## config.mk

```make
export PLATFORM = sky130hd
export DESIGN_NAME = csv_column_extract_or_drop_core_flat
export DESIGN_NICKNAME = d
export VERILOG_FILES = /design/src/hw/rtl/csvx_pkg.sv /design/src/hw/rtl/csvx_req_if.sv /design/src/hw/rtl/csvx_rsp_if.sv /design/src/hw/rtl/csv_column_extract_or_drop_core.sv /design/src/hw/rtl/csvx_front.sv /design/src/hw/rtl/csvx_queue.sv /design/src/hw/rtl/csvx_back.sv /design/src/flat_wrapper.sv
export SDC_FILE = /design/constraint.sdc
export NUM_CORES = 1
export LEC_CHECK = 0
export BUFFER_PORTS_ARGS = -buffer_cell sky130_fd_sc_hd__buf_2
export CAP_MARGIN = 30
export CORE_MARGIN = 5
export CORE_UTILIZATION = 52
export DETAILED_ROUTE_END_ITERATION = 16
export PLACE_DENSITY_LB_ADDON = 0.3
export SLEW_MARGIN = 20
export SYNTH_ARGS = -nofsm -noshare
export SYNTH_HDL_FRONTEND = slang
export SYNTH_SLANG_ARGS = --single-unit
```

## constraint.sdc

```tcl
create_clock -name clock -period 3.87 [get_ports clock]
set_clock_uncertainty 0.2 [all_clocks]
set_input_delay 0.1935 -clock clock [delete_from_list [all_inputs] [get_ports clock]]
set_output_delay 0.1935 -clock clock [all_outputs]
set_load 0.005 [all_outputs]
```

## src/hw/rtl/csvx_pkg.sv

```systemverilog
`default_nettype none
package csvx_pkg;

   // default sizes of the key store and of the hash
   localparam int MAX_KEY_BYTES_DEF = 511;
   localparam int HASH_BITS_DEF     = 13;

   localparam int BYTE_W     = 8;
   localparam int BUCKET_W   = 13;
   localparam int FIELD_W    = 11;
   localparam int COLUMN_W   = 10;
   localparam int HASH_SEED  = 5381;

   localparam logic [FIELD_W-1:0] FIELD_MAX = 11'd2047;

   localparam logic [BYTE_W-1:0] CH_QUOTE = 8'h22;
   localparam logic [BYTE_W-1:0] CH_COMMA = 8'h2C;
   localparam logic [BYTE_W-1:0] CH_CR    = 8'h0D;

   // register indexes on the configuration port
   localparam logic REG_TARGET_COLUMN = 1'b0;
   localparam logic REG_DROP_MODE     = 1'b1;

   // queue between the front and the back
   localparam int QUEUE_DEPTH = 4;
   localparam int QPTR_W      = 2;
   localparam int QCNT_W      = 3;

   typedef enum logic [1:0] {
      CLS_OTHER,
      CLS_QUOTE,
      CLS_COMMA,
      CLS_CR
   } byte_class_type;

   typedef struct packed {
      logic [BYTE_W-1:0] data_byte;
      logic              end_of_line;
      byte_class_type    byte_class;
   } item_type;

   typedef struct packed {
      logic [COLUMN_W-1:0] target_column;
      logic                drop_mode;
   } cfg_type;

   typedef struct packed {
      logic full;
      logic empty;
   } queue_status_type;

endpackage
`default_nettype wire

```

## src/hw/rtl/csvx_req_if.sv

```systemverilog
`default_nettype none
interface csvx_req_if;
   logic       valid;
   logic       ready;
   logic [7:0] data_byte;
   logic       end_of_line;

   modport source (output valid, output data_byte, output end_of_line, input ready);
   modport sink (input valid, input data_byte, input end_of_line, output ready);
endinterface
`default_nettype wire

```

## src/hw/rtl/csvx_rsp_if.sv

```systemverilog
`default_nettype none
interface csvx_rsp_if;
   logic        valid;
   logic        ready;
   logic [7:0]  out_byte;
   logic        byte_valid;
   logic        last_of_line;
   logic [12:0] bucket_index;

   modport source (output valid, output out_byte, output byte_valid, output last_of_line,
                   output bucket_index, input ready);
   modport sink (input valid, input out_byte, input byte_valid, input last_of_line,
                 input bucket_index, output ready);
endinterface
`default_nettype wire

```

## src/hw/rtl/csv_column_extract_or_drop_core.sv

```systemverilog
`default_nettype none
// csv column extractor / dropper
//
// req_chan carries one line byte per transfer, or an end-of-line marker that
// carries no byte. rsp_chan carries at most one result per request: a value
// byte or inserted comma (byte_valid high), or the closing result of the line
// (last_of_line high, bucket_index holding the hash bucket in extract mode).
// target_column and drop_mode sit on the apb port at byte addresses 0 and 4;
// write them only while no line is in flight.
//
// throughput is one request per cycle, sustained while rsp_chan is ready. a
// request taken from req_chan is written into a four-entry queue; the parser
// pops it and loads its result into the output register, so a result passes
// the queue and then the output register. the parser state update and the
// shift-add hash settle in the cycle of the pop.
// a stalled rsp_chan holds the output register and the parser; requests keep
// being taken until the queue fills, then req_chan.ready drops.
// reset (synchronous) empties the queue and output register, clears both
// registers and returns the parser to the start of a line.
module csv_column_extract_or_drop_core
   import csvx_pkg::*;
#(
   parameter int MAX_KEY_BYTES = MAX_KEY_BYTES_DEF,
   parameter int HASH_BITS     = HASH_BITS_DEF
) (
   input  wire logic        clock,
   input  wire logic        reset,
   csvx_req_if.sink         req_chan,
   csvx_rsp_if.source       rsp_chan,
   input  wire logic        psel,
   input  wire logic        penable,
   input  wire logic        pwrite,
   input  wire logic [2:0]  paddr,
   input  wire logic [31:0] pwdata,
   output logic [31:0]      prdata,
   output logic             pready
);

   cfg_type          cfg_ff, cfg_in;
   logic             reg_sel;
   logic             csr_write;
   logic             push;
   logic             pop;
   item_type         push_item;
   item_type         head_item;
   queue_status_type status;

   assign reg_sel   = paddr[2];
   assign csr_write = psel && penable && pwrite;
   assign pready    = 1'b1;

   always_comb begin
      cfg_in = cfg_ff;
      if (csr_write) begin
         case (reg_sel)
            REG_TARGET_COLUMN: cfg_in.target_column = pwdata[COLUMN_W-1:0];
            REG_DROP_MODE:     cfg_in.drop_mode     = pwdata[0];
            default: begin
            end
         endcase
      end
   end

   always_comb begin
      case (reg_sel)
         REG_TARGET_COLUMN: prdata = 32'(cfg_ff.target_column);
         REG_DROP_MODE:     prdata = 32'(cfg_ff.drop_mode);
         default:           prdata = '0;
      endcase
   end

   always_ff @(posedge clock) begin
      if (reset) begin
         cfg_ff <= '0;
      end else begin
         cfg_ff <= cfg_in;
      end
   end

   csvx_front u_front (
      .queue_full (status.full),
      .in_valid   (req_chan.valid),
      .in_byte    (req_chan.data_byte),
      .in_eol     (req_chan.end_of_line),
      .in_ready   (req_chan.ready),
      .push       (push),
      .push_item  (push_item)
   );

   csvx_queue u_queue (
      .clock     (clock),
      .reset     (reset),
      .push      (push),
      .push_item (push_item),
      .pop       (pop),
      .head_item (head_item),
      .status    (status)
   );

   csvx_back #(
      .MAX_KEY_BYTES (MAX_KEY_BYTES),
      .HASH_BITS     (HASH_BITS)
   ) u_back (
      .clock          (clock),
      .reset          (reset),
      .cfg            (cfg_ff),
      .head_item      (head_item),
      .status         (status),
      .pop            (pop),
      .out_valid      (rsp_chan.valid),
      .out_ready      (rsp_chan.ready),
      .out_byte       (rsp_chan.out_byte),
      .out_byte_valid (rsp_chan.byte_valid),
      .out_last       (rsp_chan.last_of_line),
      .out_bucket     (rsp_chan.bucket_index)
   );

endmodule
`default_nettype wire

```

## src/hw/rtl/csvx_front.sv

```systemverilog
`default_nettype none
module csvx_front
   import csvx_pkg::*;
(
   input  wire logic              queue_full,
   input  wire logic              in_valid,
   input  wire logic [BYTE_W-1:0] in_byte,
   input  wire logic              in_eol,
   output logic                   in_ready,
   output logic                   push,
   output item_type               push_item
);

   byte_class_type cls;

   always_comb begin
      if (in_byte == CH_QUOTE) begin
         cls = CLS_QUOTE;
      end else if (in_byte == CH_COMMA) begin
         cls = CLS_COMMA;
      end else if (in_byte == CH_CR) begin
         cls = CLS_CR;
      end else begin
         cls = CLS_OTHER;
      end
   end

   assign in_ready              = !queue_full;
   assign push                  = in_valid && !queue_full;
   assign push_item.data_byte   = in_byte;
   assign push_item.end_of_line = in_eol;
   assign push_item.byte_class  = cls;

endmodule
`default_nettype wire

```

## src/hw/rtl/csvx_queue.sv

```systemverilog
`default_nettype none
module csvx_queue
   import csvx_pkg::*;
(
   input  wire logic       clock,
   input  wire logic       reset,
   input  wire logic       push,
   input  wire item_type   push_item,
   input  wire logic       pop,
   output item_type        head_item,
   output queue_status_type status
);

   item_type           entries_ff [QUEUE_DEPTH];
   logic [QPTR_W-1:0]  wr_ptr_ff, wr_ptr_in;
   logic [QPTR_W-1:0]  rd_ptr_ff, rd_ptr_in;
   logic [QCNT_W-1:0]  count_ff, count_in;

   always_comb begin
      wr_ptr_in = push ? wr_ptr_ff + 1'b1 : wr_ptr_ff;
      rd_ptr_in = pop ? rd_ptr_ff + 1'b1 : rd_ptr_ff;
      count_in  = count_ff;
      if (push && !pop) begin
         count_in = count_ff + 1'b1;
      end else if (pop && !push) begin
         count_in = count_ff - 1'b1;
      end
   end

   always_ff @(posedge clock) begin
      if (reset) begin
         wr_ptr_ff <= '0;
         rd_ptr_ff <= '0;
         count_ff  <= '0;
      end else begin
         wr_ptr_ff <= wr_ptr_in;
         rd_ptr_ff <= rd_ptr_in;
         count_ff  <= count_in;
      end
   end

   always_ff @(posedge clock) begin
      if (push) begin
         entries_ff[wr_ptr_ff] <= push_item;
      end
   end

   assign head_item    = entries_ff[rd_ptr_ff];
   assign status.full  = (count_ff == QCNT_W'(QUEUE_DEPTH));
   assign status.empty = (count_ff == '0);

endmodule
`default_nettype wire

```

## src/hw/rtl/csvx_back.sv

```systemverilog
`default_nettype none
module csvx_back
   import csvx_pkg::*;
#(
   parameter int MAX_KEY_BYTES = MAX_KEY_BYTES_DEF,
   parameter int HASH_BITS     = HASH_BITS_DEF
) (
   input  wire logic             clock,
   input  wire logic             reset,
   input  wire cfg_type          cfg,
   input  wire item_type         head_item,
   input  wire queue_status_type status,
   output logic                  pop,
   output logic                  out_valid,
   input  wire logic             out_ready,
   output logic [BYTE_W-1:0]     out_byte,
   output logic                  out_byte_valid,
   output logic                  out_last,
   output logic [BUCKET_W-1:0]   out_bucket
);

   localparam int KL_W = $clog2(MAX_KEY_BYTES + 1);
   localparam int SUM_W = HASH_BITS + 9;

   localparam logic [2:0] PH_START  = 3'd0;
   localparam logic [2:0] PH_PLAIN  = 3'd1;
   localparam logic [2:0] PH_QUOTED = 3'd2;
   localparam logic [2:0] PH_QSEEN  = 3'd3;
   localparam logic [2:0] PH_DONE   = 3'd4;

   localparam logic [HASH_BITS-1:0] HASH_INIT = HASH_BITS'(HASH_SEED);

   logic [2:0]           phase_ff, phase_in;
   logic [FIELD_W-1:0]   field_ff, field_in;
   logic [KL_W-1:0]      klen_ff, klen_in;
   logic [HASH_BITS-1:0] hash_ff, hash_in;

   logic                 res_valid_ff, res_valid_in;
   logic [BYTE_W-1:0]    res_byte_ff, res_byte_in;
   logic                 res_bv_ff, res_bv_in;
   logic                 res_last_ff, res_last_in;
   logic [BUCKET_W-1:0]  res_bucket_ff, res_bucket_in;

   logic                 tgt;
   logic [FIELD_W-1:0]   field_inc;
   logic                 comma_sep;
   logic                 key_take;
   logic                 copy;
   logic                 boundary;
   logic                 emit;
   logic [BYTE_W-1:0]    emit_byte;
   logic [KL_W-1:0]      klen_inc;
   logic [SUM_W-1:0]     hash_sum;
   logic [31:0]          hash_wide;
   logic [BYTE_W-1:0]    ch;
   byte_class_type       cls;

   assign ch  = head_item.data_byte;
   assign cls = head_item.byte_class;
   assign pop = !status.empty && (!res_valid_ff || out_ready);

   assign tgt       = (field_ff == {1'b0, cfg.target_column});
   assign field_inc = (field_ff < FIELD_MAX) ? field_ff + 1'b1 : field_ff;
   assign comma_sep = (field_inc != {1'b0, cfg.target_column})
                    && ((field_inc >= FIELD_W'(2)) || (cfg.target_column != '0));
   assign klen_inc  = klen_ff + 1'b1;
   // times 33 as shift plus add
   assign hash_sum  = {4'b0, hash_ff, 5'b0} + SUM_W'(hash_ff) + SUM_W'(ch);
   assign hash_wide = 32'(hash_ff);

   always_comb begin
      phase_in  = phase_ff;
      field_in  = field_ff;
      klen_in   = klen_ff;
      hash_in   = hash_ff;
      key_take  = 1'b0;
      copy      = 1'b0;
      boundary  = 1'b0;
      emit      = 1'b0;
      emit_byte = ch;

      res_valid_in  = res_valid_ff && !out_ready;
      res_byte_in   = res_byte_ff;
      res_bv_in     = res_bv_ff;
      res_last_in   = res_last_ff;
      res_bucket_in = res_bucket_ff;

      if (pop) begin
         if (head_item.end_of_line) begin
            phase_in      = PH_START;
            field_in      = '0;
            klen_in       = '0;
            hash_in       = HASH_INIT;
            res_valid_in  = 1'b1;
            res_byte_in   = '0;
            res_bv_in     = 1'b0;
            res_last_in   = 1'b1;
            res_bucket_in = cfg.drop_mode ? '0 : hash_wide[BUCKET_W-1:0];
         end else begin
            if (!cfg.drop_mode) begin
               case (phase_ff)
                  PH_START: begin
                     if (cls == CLS_QUOTE) begin
                        phase_in = PH_QUOTED;
                     end else if (tgt) begin
                        if (cls == CLS_COMMA || cls == CLS_CR) begin
                           phase_in = PH_DONE;
                        end else begin
                           phase_in = PH_PLAIN;
                           key_take = 1'b1;
                        end
                     end else if (cls == CLS_COMMA) begin
                        field_in = field_inc;
                     end else begin
                        phase_in = PH_PLAIN;
                     end
                  end
                  PH_PLAIN: begin
                     if (tgt) begin
                        if (cls == CLS_COMMA || cls == CLS_CR) begin
                           phase_in = PH_DONE;
                        end else begin
                           key_take = 1'b1;
                        end
                     end else if (cls == CLS_COMMA) begin
                        field_in = field_inc;
                        phase_in = PH_START;
                     end
                  end
                  PH_QUOTED: begin
                     if (cls == CLS_QUOTE) begin
                        phase_in = PH_QSEEN;
                     end else begin
                        key_take = tgt;
                     end
                  end
                  PH_QSEEN: begin
                     if (cls == CLS_QUOTE) begin
                        // doubled quote gives one quote
                        phase_in = PH_QUOTED;
                        key_take = tgt;
                     end else if (tgt) begin
                        phase_in = PH_DONE;
                     end else if (cls == CLS_COMMA) begin
                        field_in = field_inc;
                        phase_in = PH_START;
                     end else begin
                        phase_in = PH_PLAIN;
                     end
                  end
                  default: begin
                  end
               endcase
            end else begin
               case (phase_ff)
                  PH_START: begin
                     if (cls == CLS_CR) begin
                        phase_in = PH_DONE;
                     end else if (cls == CLS_COMMA) begin
                        boundary = 1'b1;
                     end else begin
                        phase_in = (cls == CLS_QUOTE) ? PH_QUOTED : PH_PLAIN;
                        copy     = 1'b1;
                     end
                  end
                  PH_PLAIN: begin
                     if (cls == CLS_COMMA) begin
                        boundary = 1'b1;
                     end else begin
                        copy = 1'b1;
                     end
                  end
                  PH_QUOTED: begin
                     if (cls == CLS_QUOTE) begin
                        phase_in = PH_QSEEN;
                     end
                     copy = 1'b1;
                  end
                  PH_QSEEN: begin
                     if (cls == CLS_QUOTE) begin
                        phase_in = PH_QUOTED;
                        copy     = 1'b1;
                     end else if (cls == CLS_COMMA) begin
                        boundary = 1'b1;
                     end else begin
                        phase_in = PH_PLAIN;
                        copy     = 1'b1;
                     end
                  end
                  default: begin
                  end
               endcase
            end

            if (key_take) begin
               emit    = 1'b1;
               hash_in = hash_sum[HASH_BITS-1:0];
               klen_in = klen_inc;
               if (klen_inc >= KL_W'(MAX_KEY_BYTES)) begin
                  phase_in = PH_DONE;
               end
            end
            if (copy && !tgt) begin
               emit = 1'b1;
            end
            if (boundary) begin
               field_in = field_inc;
               phase_in = PH_START;
               if (comma_sep) begin
                  emit      = 1'b1;
                  emit_byte = CH_COMMA;
               end
            end

            if (emit) begin
               res_valid_in  = 1'b1;
               res_byte_in   = emit_byte;
               res_bv_in     = 1'b1;
               res_last_in   = 1'b0;
               res_bucket_in = '0;
            end
         end
      end
   end

   always_ff @(posedge clock) begin
      if (reset) begin
         phase_ff     <= PH_START;
         field_ff     <= '0;
         klen_ff      <= '0;
         hash_ff      <= HASH_INIT;
         res_valid_ff <= 1'b0;
      end else begin
         phase_ff     <= phase_in;
         field_ff     <= field_in;
         klen_ff      <= klen_in;
         hash_ff      <= hash_in;
         res_valid_ff <= res_valid_in;
      end
   end

   always_ff @(posedge clock) begin
      res_byte_ff   <= res_byte_in;
      res_bv_ff     <= res_bv_in;
      res_last_ff   <= res_last_in;
      res_bucket_ff <= res_bucket_in;
   end

   assign out_valid      = res_valid_ff;
   assign out_byte       = res_byte_ff;
   assign out_byte_valid = res_bv_ff;
   assign out_last       = res_last_ff;
   assign out_bucket     = res_bucket_ff;

endmodule
`default_nettype wire
```

## src/flat_wrapper.sv

```systemverilog
// flat-port wrapper written by rule: the top's interface ports become plain ports
module csv_column_extract_or_drop_core_flat import csvx_pkg::*;
#(
   parameter int MAX_KEY_BYTES = MAX_KEY_BYTES_DEF,
   parameter int HASH_BITS     = HASH_BITS_DEF
)
  (clock, reset, psel, penable, pwrite, paddr, pwdata, prdata, pready, req_chan_valid, req_chan_data_byte, req_chan_end_of_line, req_chan_ready, rsp_chan_valid, rsp_chan_out_byte, rsp_chan_byte_valid, rsp_chan_last_of_line, rsp_chan_bucket_index, rsp_chan_ready);
  csvx_req_if req_chan_i ();
  csvx_rsp_if rsp_chan_i ();
  input  wire logic clock;
  input  wire logic reset;
  input  wire logic psel;
  input  wire logic penable;
  input  wire logic pwrite;
  input  wire logic [2:0] paddr;
  input  wire logic [31:0] pwdata;
  output logic [31:0] prdata;
  output logic pready;
  input wire logic [$bits(req_chan_i.valid)-1:0] req_chan_valid;
  input wire logic [$bits(req_chan_i.data_byte)-1:0] req_chan_data_byte;
  input wire logic [$bits(req_chan_i.end_of_line)-1:0] req_chan_end_of_line;
  output wire logic [$bits(req_chan_i.ready)-1:0] req_chan_ready;
  output wire logic [$bits(rsp_chan_i.valid)-1:0] rsp_chan_valid;
  output wire logic [$bits(rsp_chan_i.out_byte)-1:0] rsp_chan_out_byte;
  output wire logic [$bits(rsp_chan_i.byte_valid)-1:0] rsp_chan_byte_valid;
  output wire logic [$bits(rsp_chan_i.last_of_line)-1:0] rsp_chan_last_of_line;
  output wire logic [$bits(rsp_chan_i.bucket_index)-1:0] rsp_chan_bucket_index;
  input wire logic [$bits(rsp_chan_i.ready)-1:0] rsp_chan_ready;
  assign req_chan_i.valid = req_chan_valid;
  assign req_chan_i.data_byte = req_chan_data_byte;
  assign req_chan_i.end_of_line = req_chan_end_of_line;
  assign req_chan_ready = req_chan_i.ready;
  assign rsp_chan_valid = rsp_chan_i.valid;
  assign rsp_chan_out_byte = rsp_chan_i.out_byte;
  assign rsp_chan_byte_valid = rsp_chan_i.byte_valid;
  assign rsp_chan_last_of_line = rsp_chan_i.last_of_line;
  assign rsp_chan_bucket_index = rsp_chan_i.bucket_index;
  assign rsp_chan_i.ready = rsp_chan_ready;
  csv_column_extract_or_drop_core #(.MAX_KEY_BYTES(MAX_KEY_BYTES), .HASH_BITS(HASH_BITS)) u_core (.clock(clock), .reset(reset), .req_chan(req_chan_i), .rsp_chan(rsp_chan_i), .psel(psel), .penable(penable), .pwrite(pwrite), .paddr(paddr), .pwdata(pwdata), .prdata(prdata), .pready(pready));
endmodule
```

### After elaboration in Yosys (flattened, before gate mapping)

Memory sizes are Yosys's and may differ from the RTL's. A register that Yosys moved wholly into a read port is not among the register bits.
Cells that the tools add are included.

| word-level totals | value |
|---|---|
| word-level logic and storage cells | 157 |
| flip-flop bits (word level) | 78 |
| output and inout bits | 58 |
| RAM bits | 44 |
| memories kept | 1 |

| operators by class | value |
|---|---|
| bitwise logic cells | 1 |
| add/sub/neg operators | 8 |
| mux-type cells | 84 |
| order comparisons | 3 |
| reduce and logical (&&, ||, !) cells | 32 |
| equal/unequal tests | 14 |

Memories:

| name | depth | bits a word | rd ports | clocked after Yosys merged registers in | write ports | RTL line | text |
|---|---|---|---|---|---|---|---|
| u_core.u_queue.entries_ff | 4 | 11 | 1 | 1 | 1 | csvx_queue.sv:14 | `item_type entries_ff [QUEUE_DEPTH];` |

Operators by type and width:

| operator | count |
|---|---|
| $mux W11 | 7 |
| $mux W13 | 5 |
| $pmux W32 S2 | 1 |
| $mux W3 | 20 |
| $mux W1 | 34 |
| $mux W8 | 3 |
| $pmux W11 S2 | 1 |
| $mux W9 | 2 |
| $eq A8 B6 Y1 const B | 2 |
| $add A13 B13 Y13 | 1 |
| $add A13 B8 Y13 | 1 |
| $mux W2 | 6 |
| $pmux W3 S4 | 1 |
| $add A11 B1 Y11 const B | 1 |
| $eq A11 B10 Y1 | 1 |
| $ge A11 B2 Y1 const B | 1 |
| $lt A11 B11 Y1 const B | 1 |
| $ne A11 B10 Y1 | 1 |
| $reduce_bool A10 Y1 | 1 |
| $add A9 B1 Y9 const B | 1 |
| $ge A9 B9 Y1 const B | 1 |
| $logic_and A1 B1 Y1 | 9 |
| $pmux W3 S3 | 1 |
| $eq A8 B4 Y1 const B | 1 |
| 21 further kinds | 39 |

### Logic depth before layout (Yosys ltp)

| logic depth | value |
|---|---|
| depth in word-level cells | 18 |
| gate-level depth with buffers | 12 |

### By module

From an unflattened synthesis, not the netlist that was laid out.

| second synthesis, totals | value |
|---|---|
| cell total of the unflattened synthesis | 684 |
| area total of the unflattened synthesis | 7116.8 um^2 |

By module, submodules not included:

| module | seq. area each (um^2) | area an instance (um^2) | instances | cells each |
|---|---|---|---|---|
| csvx_back | 1431.4 | 4219.0 | 1 | 480 |
| csvx_queue | 1501.4 | 2018.2 | 1 | 101 |
| csv_column_extract_or_drop_core | 220.2 | 749.5 | 1 | 84 |
| csvx_front | 0.0 | 130.1 | 1 | 19 |

### Worst setup path after synthesis

OpenSTA, ideal clock, no wires.

| timing path | value |
|---|---|
| path type | register to register |
| from | reg with a tool-made name |
| to | reg u_core.u_back.hash_ff[12] |
| arrival time | 3413 ps |
| cell stages (with the launch flop) | 12 |
| path slack | 141 ps |
| data required time | 3554 ps |
| cell sequence | dfxtp_1 buf_2 mux4_2 fa_1 ha_1 or2_2 a21o_1 a31oi_1 a21oi_1 xnor2_1 or3_1 a31o_2 |

RTL lines:

| element | RTL line | text |
|---|---|---|
| to (signal assigned) | csvx_back.sv:237 | `hash_ff <= hash_in;` |
| to (decl) | csvx_back.sv:36 | `logic [HASH_BITS-1:0] hash_ff, hash_in;` |

==> impl_metrics.toml <==
[worst_setup_path]
critical_path.max_stage_delay_ps = 570
crit_arrival_ps = 3760
critPathLaunchType = "register"
worstPathCellList = "buf_4 -> mux4_2 -> ha_1 -> ha_1 -> a211oi_2 -> o21ai_0 -> a31oi_1 -> a21oi_1 -> xnor2_1 -> or3_1 -> a31o_2"
cp_max_fo = 7
rr_endpoint = "u_core.u_back.hash_ff[12]"
path_delay_family = "compound AO/OA/AOI/OAI gates"
slowest_stage = "mux4_2"
r2r_slack_ps = 210
end_kind = "register"
crit_path_frequent_cell = "ha_1"
path_buf_inv = 1
worst-setup-path-type = "register to register"
r2r_cells = 11
cp_data_required_time_ps = 3970

[clock_network]
cts_made_buffers = 17
post_cts_buffers = 0
clock-sinks = 124
cts-root-buf = "clkbuf_16"
clk_latency_ps = 410
clk_path_buf_depth = 2
clk_pin_slew_worst_paths_ps = 60
cts_tree = "yes"
htreeDepth = 4

[sta]
hold_viol = 0
fin_crit_sh = 0.9459
rsz0062_at_grt = "no"
setup-violations-final = 0
finalSetupTns_ps = 0
layout_min_cycle_time_ps = 3661
setup_slack_ps = 209.2
worst_pin_slew_ps = 772.0
slew_viol_final = 0
max_freq_mhz = 273.2
maxSlewHeadroom = 0.4720

[worst_hold_path]
hp-class = "input port to register"
min-delay-start = "reset"
whs_path_depth = 2
hold_end = "u_core.u_queue.wr_ptr_ff[1]"

[yosys]
syn_area_mm2 = 0.006933
yosys.area.top_type = "edfxtp_1"
synthTopCellsByArea = "edfxtp_1 29%, dfxtp_1 16%, ha_1 5.1%"
synth_warnings = 0
syn_avg_cell_area_um2 = 9.990
ys_types = 68
synth_seq_cells = 124
yosysSeqAreaShare = 0.4548
synth_top_area_frac = 0.2902
synth_edf_count = 67
postSynthCellCount = 694
ys.flop_type = "edfxtp_1"
async_flop_share = 0

[placement]
io_buffers = 61
pre_cts_ws_ps = 140.8
routabilityCongestion = 0.9281
placed_cell_area_mm2 = 0.007361
hpwlAfterDp_mm = 11.04

[power_and_ir_drop]
p_leak_nw = 3.157
irDropWorstVdd_mv = 0.3977
p_per_area_mw_per_mm2 = 726.1

[final_layout]
drive_above_1_share = 0.1800
antenna_cells = 0
area_growth_pct = 18.32
nets = 860
fin_util = 0.6244
fin_area_mm2 = 0.008203

[die]
rows = 42
core_area_mm2 = 0.01314
die_x_um = 125.5
die-area_mm2 = 0.01574
pin_count = 109
start_util = 0.5277
die_y_um = 125.5

[route]
wl_met1_mm = 7.433
wl_per_cell_um = 16.56
first_iter_violations = 409
route.met3.wl_um = 767
vias_per_cell = 5.712
drt_first_pass_iters = 5
drc = 0
top_layer = "met4"
num_vias = 5512
wl_mm = 15.98
route.met2.wl_mm = 7.555
antenna_left = 0

[global_route]
grt_max_degree = 33
antenna_found_initial = 0
grt_pass1_wl_mm = 26.72
grtUsageTotal = 0.2084
grt_pass1_vias = 5332
grt-ovfl-total = 0

[run]
cap_viol_max_count = 0

[run_status]
status = "finished clean"
==> Yosys cell counts, drive strengths merged, types with 16 or more instances <==
| cell | n |
|---|---|
| inv | 22 |
| clkbuf | 30 |
| xor2 | 16 |
| dfxtp | 57 |
| a21oi | 54 |
| and2 | 25 |
| buf | 33 |
| o21ai | 31 |
| nand4 | 17 |
| edfxtp | 67 |
| nand3 | 20 |
| ha | 28 |
| nand2 | 57 |
| nor2 | 50 |
| xnor2 | 17 |
==> state kept, by name, summed over array words and instances (netlist names), named ones only <==
name / flops
u_core.cfg_ff: 11
u_core.u_back.field_ff: 11
u_core.u_back.hash_ff: 13
u_core.u_back.klen_ff: 9
u_core.u_back.out_bucket: 13
u_core.u_back.out_byte: 8
u_core.u_back.out_byte_valid: 1
u_core.u_back.out_last: 1
u_core.u_back.out_valid: 1
u_core.u_back.phase_ff: 3
u_core.u_queue.count_ff: 3
u_core.u_queue.entries_ff: 44
u_core.u_queue.rd_ptr_ff: 2
u_core.u_queue.wr_ptr_ff: 2
==> metrics by stage <==
stage                     power, mW  hold WS (ps)  instances
after floorplan               3.607         92.37        715
after global placement        4.221         205.4        910
after detailed placement      4.316         214.4        910
after CTS                     5.968         23.05        964
after global routing          6.363         61.49        965
final                         5.956         29.19        965
==> final cells by class <==
| class | instances | area, um^2 |
|---|---|---|
| multi-input cells | 505 | 3431 |
| repair buffers | 105 | 703.2 |
| flip-flops and latches | 124 | 3154 |
| fillers | 1078 | 4935 |
| clock inverters | 13 | 165.2 |
| clock buffers | 19 | 442.9 |
| well taps | 176 | 220.2 |
| inverters | 23 | 86.33 |
==> worst max-delay path by stage <==
stage                         from  depth (start not counted)                   endpoint  slack, ps
after global placement    register                         11  u_core.u_back.hash_ff[12]        280
after floorplan           register                         11  u_core.u_back.hash_ff[12]        140
after detailed placement  register                         11  u_core.u_back.hash_ff[12]        140
final                     register                         11  u_core.u_back.hash_ff[12]        210
after global routing      register                         12  u_core.u_back.hash_ff[11]         30
after CTS                 register                         11  u_core.u_back.hash_ff[12]         30
==> routing by layer <==
metal / track usage / up-vias
li1: - / 2663
met2: 0.3386 / 153
met4: 0.07653 / 0
met3: 0.04009 / 22
met5: 0 / -
met1: 0.2786 / 2674
==> cell families (layout without fill, tap and decap cells) <==
family	after synthesis	count (layout)	share of synthesized area
adders and majority gates	33	33	0.06497
AOI/OAI and AO/OA	143	143	0.1327
DFF	124	124	0.4548
buffers and inverters	86	160	0.06298
muxes	25	25	0.05613
other	2	23	0.001083
xor gates and xnor gates	33	33	0.04169
and+or+nand+nor	248	248	0.1857
==> layout by cell type, fill, tap and decap left out, drive strengths merged, types with 8 or more instances in the layout <==
master	n
nand2	57
o21ai	31
xnor2	17
buf	83
nor2b	8
nor2	50
a21oi	54
nand3	20
dlygate4sd3	22
edfxtp	67
dfxtp	57
and2	25
xor2	16
mux2i	13
mux4	11
inv	25
a31oi	8
nor4	8
conb	23
clkbuf	19
ha	28
nand2b	13
nand4	17
nor3	13
==> where the power goes <==
group,switching [mW],total [mW],internal [mW],leakage (nW)
sequential,0.150,1.88,1.73,1.09
clock,0.586,1.62,1.03,0.298
combinational,1.39,2.45,1.06,1.77
==> worst register-to-register path: stages, from the launching register on <==
cell and delay [ps]:
dfxtp_2 360, buf_4 190, mux4_2 570, ha_1 350, ha_1 340, a211oi_2 280
o21ai_0 200, a31oi_1 230, a21oi_1 130, xnor2_1 160, or3_1 320, a31o_2 230
==> repair_timing <==
item                                    CTS  global route
endpoints found under the setup margin    0             2
hold endpoints to repair                 52             0
hold buffers                             22             0
gates resized for setup                   0             2
No activity file was read; power rests on OpenSTA's default activity.
